`src/hdl/ssa_pkg.sv`:
```
// Shared constants, word types and the exp2 table for the shaped sigmoid unit.
package ssa_pkg;

    // Number format
    localparam int FRAC_BITS     = 16;
    localparam int LUT_ADDR_BITS = 8;
    localparam int DATA_W        = 24;

    // Front end widths
    localparam int DIFF_W  = DATA_W + 2;          // 2*x - min - max
    localparam int Z_W     = DATA_W + DIFF_W;     // shape * diff
    localparam int Q24_W   = 30;                  // clamped |z| in Q24, at most 32.0
    localparam int LOG2E_W = 31;
    localparam int UP_W    = Q24_W + LOG2E_W;     // |z| * log2(e)
    localparam int U_W     = 30;                  // u in Q24
    localparam int N_W     = U_W - 24;            // integer part of u

    // |z| carries 2*FRAC_BITS+1 fraction bits; realign it to Q24
    localparam int          SHIFT_Z = 2 * FRAC_BITS + 1;
    localparam logic [63:0] Z_LIMIT = 64'd32 << SHIFT_Z;
    localparam int          Z_SHR   = (SHIFT_Z >= 24) ? SHIFT_Z - 24 : 0;
    localparam int          Z_SHL   = (SHIFT_Z >= 24) ? 0 : 24 - SHIFT_Z;

    // exp2 widths
    localparam int REM_W    = 24 - LUT_ADDR_BITS;
    localparam int CP_W     = REM_W + 30;         // rem * ln2
    localparam int CORR_W   = CP_W - 24;
    localparam int P_W      = 31;                 // Q30 values up to 1.0
    localparam int LUT_SIZE = 1 << LUT_ADDR_BITS;
    localparam logic [N_W-1:0] SHIFT_FLUSH = N_W'(31);

    // Divider: floor(2^60 / (2^30 + e))
    localparam int DEN_W         = 32;
    localparam int Q_W           = 31;
    localparam int DIV_STEPS     = Q_W;
    localparam int DIV_PER_STAGE = 4;
    localparam int DIV_STAGES    = (DIV_STEPS + DIV_PER_STAGE - 1) / DIV_PER_STAGE;

    // Back end widths
    localparam int B_W   = 31;                    // second multiplier operand
    localparam int MUL_W = DATA_W + B_W;

    // Fixed-point constants
    localparam logic [LOG2E_W-1:0]          LOG2E_Q30 = 31'd1549082005;
    localparam logic [29:0]                 LN2_Q30   = 30'd744261118;
    localparam logic [P_W-1:0]              Q30_ONE   = 31'h4000_0000;
    localparam logic signed [DIFF_W-1:0]    ONE_FX    = DIFF_W'(64'd1 << FRAC_BITS);

    // Rounding shifts and half-LSB constants
    localparam int RS_SIG = 30 - FRAC_BITS;
    localparam int RS_SPC = FRAC_BITS;
    localparam int RS_GEN = 30;
    localparam logic [MUL_W-1:0] HALF_SIG = MUL_W'(1) << (RS_SIG - 1);
    localparam logic [MUL_W-1:0] HALF_SPC = MUL_W'(1) << (RS_SPC - 1);
    localparam logic [MUL_W-1:0] HALF_GEN = MUL_W'(1) << (RS_GEN - 1);

    // Saturation limits
    localparam logic [MUL_W-1:0]         MAG_POS_LIMIT = MUL_W'(64'd1 << (DATA_W - 1)) - 1'b1;
    localparam logic [MUL_W-1:0]         MAG_NEG_LIMIT = MUL_W'(64'd1 << (DATA_W - 1));
    localparam logic signed [DATA_W-1:0] RES_MAX = {1'b0, {(DATA_W-1){1'b1}}};
    localparam logic signed [DATA_W-1:0] RES_MIN = {1'b1, {(DATA_W-1){1'b0}}};

    // Configuration register indexes and reset values
    localparam int CFG_IDX_W = 2;
    localparam logic [CFG_IDX_W-1:0] CFG_SHAPE_GAIN = 2'd0;
    localparam logic [CFG_IDX_W-1:0] CFG_RANGE_MIN  = 2'd1;
    localparam logic [CFG_IDX_W-1:0] CFG_RANGE_MAX  = 2'd2;
    localparam logic signed [DATA_W-1:0] SHAPE_GAIN_RESET = 24'sd65536;
    localparam logic signed [DATA_W-1:0] RANGE_MIN_RESET  = 24'sd0;
    localparam logic signed [DATA_W-1:0] RANGE_MAX_RESET  = 24'sd65536;

    // Final rounding selector
    typedef enum logic [1:0] {
        RND_SIGMA,
        RND_SPECIAL,
        RND_GENERAL
    } t_rnd;

    // Per-word side information that rides along the whole pipe
    typedef struct packed {
        logic                     func;
        logic                     special;   // derivative with range -1..1 and unit shape
        logic                     neg;       // z below zero
        logic signed [DATA_W-1:0] opa;       // value for the special case, else shape
    } t_side;

    typedef struct packed {
        logic [U_W-1:0] u;
        t_side          side;
    } t_fe_word;

    typedef struct packed {
        logic [DEN_W-1:0] den;
        t_side            side;
    } t_ed_word;

    typedef struct packed {
        logic [Q_W-1:0] quo;
        logic           rem_nz;
        t_side          side;
    } t_dq_word;

    typedef logic [P_W-1:0] t_lut [LUT_SIZE];

    // Integer square root, bit by bit
    function automatic logic [63:0] isqrt64(input logic [63:0] v);
        logic [63:0] rest;
        logic [63:0] root;
        logic [63:0] bitv;
        rest = v;
        root = '0;
        for (int i = 0; i < 32; i++) begin
            bitv = 64'd1 << (62 - 2 * i);
            if (rest >= root + bitv) begin
                rest = rest - (root + bitv);
                root = (root >> 1) + bitv;
            end else begin
                root = root >> 1;
            end
        end
        return root;
    endfunction

    // Products of 2^(-1/2^j) factors, one entry per top-fraction pattern
    function automatic t_lut build_lut();
        t_lut        tbl;
        logic [63:0] fac [LUT_ADDR_BITS];
        logic [63:0] c;
        logic [63:0] p;
        c = 64'd1 << 29;
        for (int j = 0; j < LUT_ADDR_BITS; j++) begin
            c = isqrt64(c << 30);
            fac[j] = c;
        end
        for (int k = 0; k < LUT_SIZE; k++) begin
            p = 64'd1 << 30;
            for (int j = 0; j < LUT_ADDR_BITS; j++) begin
                if (k[LUT_ADDR_BITS-1-j]) begin
                    p = (p * fac[j]) >> 30;
                end
            end
            tbl[k] = p[P_W-1:0];
        end
        return tbl;
    endfunction

    localparam t_lut EXP2_LUT = build_lut();

endpackage

```
`src/hdl/ssa_front.sv`:
```
// Front pipe: centering, shape multiply, clamp and scale by log2(e).
module ssa_front (
    input  logic                             i_clk,
    input  logic                             i_rst_n,
    input  logic                             i_valid,
    output logic                             o_ready,
    input  logic                             i_func,
    input  logic signed [ssa_pkg::DATA_W-1:0] i_value,
    input  logic signed [ssa_pkg::DATA_W-1:0] i_shape_gain,
    input  logic signed [ssa_pkg::DATA_W-1:0] i_range_min,
    input  logic signed [ssa_pkg::DATA_W-1:0] i_range_max,
    output logic                             o_valid,
    input  logic                             i_ready,
    output ssa_pkg::t_fe_word                o_word
);

    localparam int NST = 4;

    logic [NST-1:0] r_vld;
    logic [NST-1:0] n_vld;
    logic [NST:0]   rdy;

    logic signed [ssa_pkg::DIFF_W-1:0] x_e;
    logic signed [ssa_pkg::DIFF_W-1:0] lo_e;
    logic signed [ssa_pkg::DIFF_W-1:0] hi_e;
    logic signed [ssa_pkg::DIFF_W-1:0] sg_e;
    logic signed [ssa_pkg::DIFF_W-1:0] n_s1_diff;
    logic signed [ssa_pkg::DIFF_W-1:0] r_s1_diff;
    logic signed [ssa_pkg::DATA_W-1:0] r_s1_shp;
    ssa_pkg::t_side                    n_s1_side;
    ssa_pkg::t_side                    r_s1_side;

    logic signed [ssa_pkg::Z_W-1:0]    n_s2_z;
    logic signed [ssa_pkg::Z_W-1:0]    r_s2_z;
    ssa_pkg::t_side                    r_s2_side;

    logic [ssa_pkg::Z_W-1:0]           z_mag;
    logic [63:0]                       z_clamp;
    logic [63:0]                       a_wide;
    logic [ssa_pkg::Q24_W-1:0]         r_s3_a;
    ssa_pkg::t_side                    n_s3_side;
    ssa_pkg::t_side                    r_s3_side;

    logic [ssa_pkg::UP_W-1:0]          u_prod;
    logic [ssa_pkg::U_W-1:0]           r_s4_u;
    ssa_pkg::t_side                    r_s4_side;

    // Stage handshake: a stage takes a word when it is empty or its word moves on
    assign rdy[NST] = i_ready;
    for (genvar k = 0; k < NST; k++) begin : g_rdy
        assign rdy[k] = !r_vld[k] || rdy[k+1];
    end
    assign n_vld   = {r_vld[NST-2:0], i_valid};
    assign o_ready = rdy[0];
    assign o_valid = r_vld[NST-1];

    always_ff @(posedge i_clk) begin
        if (!i_rst_n) begin
            r_vld <= '0;
        end else begin
            for (int k = 0; k < NST; k++) begin
                if (rdy[k]) begin
                    r_vld[k] <= n_vld[k];
                end
            end
        end
    end

    // Stage 1: 2*x - min - max and the special derivative mode
    always_comb begin
        x_e  = ssa_pkg::DIFF_W'(i_value);
        lo_e = ssa_pkg::DIFF_W'(i_range_min);
        hi_e = ssa_pkg::DIFF_W'(i_range_max);
        sg_e = ssa_pkg::DIFF_W'(i_shape_gain);
        n_s1_diff = (x_e <<< 1) - lo_e - hi_e;
        n_s1_side.func    = i_func;
        n_s1_side.special = i_func && (lo_e == -ssa_pkg::ONE_FX)
                            && (hi_e == ssa_pkg::ONE_FX) && (sg_e == ssa_pkg::ONE_FX);
        n_s1_side.neg     = 1'b0;
        n_s1_side.opa     = n_s1_side.special ? i_value : i_shape_gain;
    end

    // Stage 2: z = shape * diff
    assign n_s2_z = r_s1_shp * r_s1_diff;

    // Stage 3: magnitude, clamp to 32.0, realign to Q24
    always_comb begin
        z_mag   = r_s2_z[ssa_pkg::Z_W-1] ? -r_s2_z : r_s2_z;
        z_clamp = (64'(z_mag) > ssa_pkg::Z_LIMIT) ? ssa_pkg::Z_LIMIT : 64'(z_mag);
        a_wide  = (z_clamp >> ssa_pkg::Z_SHR) << ssa_pkg::Z_SHL;
        n_s3_side     = r_s2_side;
        n_s3_side.neg = r_s2_z[ssa_pkg::Z_W-1];
    end

    // Stage 4: u = a * log2(e), Q24
    assign u_prod = ssa_pkg::UP_W'(r_s3_a) * ssa_pkg::UP_W'(ssa_pkg::LOG2E_Q30);

    always_ff @(posedge i_clk) begin
        if (rdy[0]) begin
            r_s1_diff <= n_s1_diff;
            r_s1_shp  <= i_shape_gain;
            r_s1_side <= n_s1_side;
        end
        if (rdy[1]) begin
            r_s2_z    <= n_s2_z;
            r_s2_side <= r_s1_side;
        end
        if (rdy[2]) begin
            r_s3_a    <= a_wide[ssa_pkg::Q24_W-1:0];
            r_s3_side <= n_s3_side;
        end
        if (rdy[3]) begin
            r_s4_u    <= u_prod[ssa_pkg::U_W+29:30];
            r_s4_side <= r_s3_side;
        end
    end

    assign o_word.u    = r_s4_u;
    assign o_word.side = r_s4_side;

endmodule

```
`config.mk`:
```
export PLATFORM = sky130hd
export DESIGN_NAME = ssa_front
export DESIGN_NICKNAME = d
export VERILOG_FILES = /design/src/hdl/ssa_pkg.sv /design/src/hdl/ssa_front.sv
export SDC_FILE = /design/constraint.sdc
export NUM_CORES = 2
export LEC_CHECK = 0
export BUFFER_PORTS_ARGS = -buffer_cell sky130_fd_sc_hd__buf_2
export CORE_AREA = 2 2 407 409
export DETAILED_ROUTE_END_ITERATION = 16
export DIE_AREA = 0 0 409 411
export GPL_TIMING_DRIVEN = 0
export PLACE_DENSITY = 0.49
export SYNTH_ARGS = -nofsm -noshare
export SYNTH_HDL_FRONTEND = slang
export SYNTH_SLANG_ARGS = --single-unit
```
`constraint.sdc`:
```
create_clock -name i_clk -period 7.8 [get_ports i_clk]
set_input_delay 1.56 -clock i_clk [delete_from_list [all_inputs] [get_ports i_clk]]
set_output_delay 1.56 -clock i_clk [all_outputs]
set_load 0.01 [all_outputs]
```
==> flow_summary.toml <==
[synth]
synth_edf_count = 266
synth_common_cells = "inv_1, fa_1, ha_1, nand2_1, and2_1"
async_flop_share_pct = 0
synth_cell_type_count = 76
synth_area_leaders = "fa_1, edfxtp_1, ha_1"
synth_fp_nets = 6328
yosysWarnings = 0
yosysSeqAreaShare_pct = 16.5
synth_ff_type = "edfxtp_1"
synth_top_area_share_pct = 42.0
synth_area_um2 = 48900
synth_top_area_cell = "fa_1"
synth_seq_cells = 270
synthMostInstantiatedCell = "inv_1"
synthCells = 4677
syn_area_per_cell_um2 = 10.4

[routing]
drt_wl_total_um = 139000
via_per_inst = 4.48
drtPass1Iterations = 5
drt_iter0_markers = 1705
drc = 0
wl_per_cell_um = 19.3
vias = 32300
ant_nets = 0

[setup_path]
cp.required_ns = 8.14
path_delay_family = "adder cells"
path_max_fanout = 4
critPathSlowestCell = "fa_1"
worst-setup-path-type = "reg -> reg"
setup.worst_path.end_class = "register"
crit_path_frequent_cell = "fa_1"
max_stage_delay_ns = 0.61
start_kind = "register"
critPathBufInv = 5
worstPathCellList = "buf_4 -> ha_4 -> inv_1 -> fa_1 -> inv_1 -> fa_1 -> fa_1 -> fa_1 -> fa_1 -> fa_1 -> fa_1 -> ha_4 -> and4_4 -> nand4_1 -> or4b_4 -> o31ai_4 -> buf_6 -> nor2_2 -> o21ai_2 -> buf_4 -> a21oi_1 -> o21bai_1 -> a21oi_1 -> xnor2_1"
crit_arrival_ns = 7.97

[grt]
track_usage_pct = 16.9
grt_antenna_before_repair = 1
grt_pass1_wl_um = 215000
grt_pass1_vias = 35300
grt_remaining_overflow = 0
grt_max_degree = 63

[die]
die_area_um2 = 168000
die_w_um = 409
die_y_um = 411
start_util_pct = 29.8
std_cell_rows = 149
core_area_um2 = 164000
ios = 160

[finish]
syn_to_final_growth_pct = 13.1
fin_nets = 6663
final_layout_size_suffix_gt1_share_pct = 10.7
diodes = 0

[clocking]
htreeDepth = 2
cts-buffers-inserted = 34
clk_latency_ns = 0.60
cts_tree = "done"
clkSinkCount = 270
root_buffer = "clkbuf_16"
clk_pin_slew_ns = 0.06
clockBufferDepth = 3
hold_buffers = 0

[place]
port_buffers = 159
place_hpwl_um = 119000
gp_congestion = 0.941

[sta]
fin_skew_ns = 0.0309
final-max-slew-violation-count = 0
final-setup-viol-count = 0
fmax_ghz = 0.131
min_period_ns = 7.63
worst_pin_slew_ns = 0.986
hold_viol = 0
finalCritPeriodShare_pct = 97.9
rsz0062_at_grt = "yes"
max-slew-margin-rel_pct = 34.2
fin_tns_setup_ns = 0

[min_path]
min_path_type = "reg -> reg"

[flow_run]
cap_viol_max_count = 0

[outcome]
outcome = "finished, final reports clean"
[kinds of logic (layout without fill, tap and decap cells)]
| group | Yosys count | in the layout | synth area share (%) |
|---|---|---|---|
| fa+ha+maj | 1550 | 1550 | 55.4 |
| buf+inv | 1375 | 1734 | 10.6 |
| simple gates | 990 | 990 | 10.1 |
| compound gates | 353 | 353 | 4.77 |
| flops | 270 | 270 | 16.5 |
| xor+xnor | 135 | 135 | 2.42 |
| mux | 4 | 4 | 0.0896 |
[per-stage QoR]
step / setup slack, ns / cell area (um2) / std cells / hold slack (ns) / utilization [%]
after global routing: -0.0536 / 55200 / 7225 / 0.401 / 33.7
after floorplan: 0.718 / 48900 / 4677 / 0.400 / -
after CTS: 0.000737 / 54500 / 7166 / 0.386 / 33.3
final: 0.166 / 55200 / 7225 / 0.406 / 33.7
after global placement: -1.41 / 52400 / 7025 / 0.401 / 32.0
after detailed placement: -1.31 / 52500 / 7029 / 0.405 / 32.1
[final cells by class]
| class | instances | area (um2) |
|---|---|---|
| Buffer | 114 | 588 |
| Clock buffer | 39 | 870 |
| Clock inverter | 21 | 209 |
| Fill cell | 16700 | 109000 |
| Inverter | 1249 | 4710 |
| Multi-Input combinational cell | 3032 | 36000 |
| Sequential cell | 270 | 8070 |
| Tap cell | 2189 | 2740 |
| Timing Repair Buffer | 311 | 2080 |
[layout by cell type, fill, tap and decap left out, drive strengths merged, types with 5 or more instances in the layout]
cell type	instances
a21o	72
nor3	30
xnor2	73
clkinv	13
nand2	381
clkinvlp	7
edfxtp	266
a211oi	13
o21bai	9
o21ai	66
nor2b	19
ha	525
a21oi	93
nand4	17
buf	335
nor2	119
inv	1248
a2111oi	6
and3	10
a31oi	17
fa	1025
or4	5
nand4b	5
xor2	62
nand3	34
o21a	13
or2	11
nand2b	20
clkbuf	129
and2	295
o31ai	11
o211ai	7
nor4	25
[worst reg2reg max path: cells and delay by family (launching register included)]
kind | cells | cell delay, ns
adders and majority gates | 9 | 4.09
and+or+nand+nor | 4 | 1.06
AOI/OAI and AO/OA | 5 | 0.88
buffers and inverters | 5 | 0.68
DFF | 1 | 0.54
xor gates and xnor gates | 1 | 0.14
[flip-flops by register name (all words and copies together), names as in the netlist]
signal	count
r_s1_shp	24
r_s1_side	26
r_s3_side	27
o_word	27
r_vld	4
r_s4_u	30
r_s1_diff	26
r_s2_z	50
r_s3_a	30
n_s3_side	26
[what timing repair did]
item,CTS,global route
setup endpoints to repair,52,33
gates resized for setup,89,145
pin swaps,13,22
buffers inserted,85,63
[routing by layer]
layer  global-route usage, %  wire [um]  vias to the layer above
met5                       0         10                        -
met4                    4.58       3870                        2
met3                    2.31       6630                      144
met2                    28.5      66100                      725
met1                    22.7      62600                    16600
li1                        -          -                    14900
[worst paths after layout]
| check | slack [ns] | end | startpoint | cells after the start |
|---|---|---|---|---|
| setup / recovery | 0.17 | r_s4_u[13] | r_s3_a[16] | 24 |
| hold / removal | 0.41 | r_s3_side[12] | n_s3_side[12] | 0 |
| setup reg to reg | 0.17 | r_s4_u[13] | r_s3_a[16] | 24 |
| hold reg to reg | 0.41 | r_s3_side[12] | n_s3_side[12] | 0 |
Power is not shown: default switching activity piles up to over one toggle a cycle in this logic, so the estimate is an artifact.
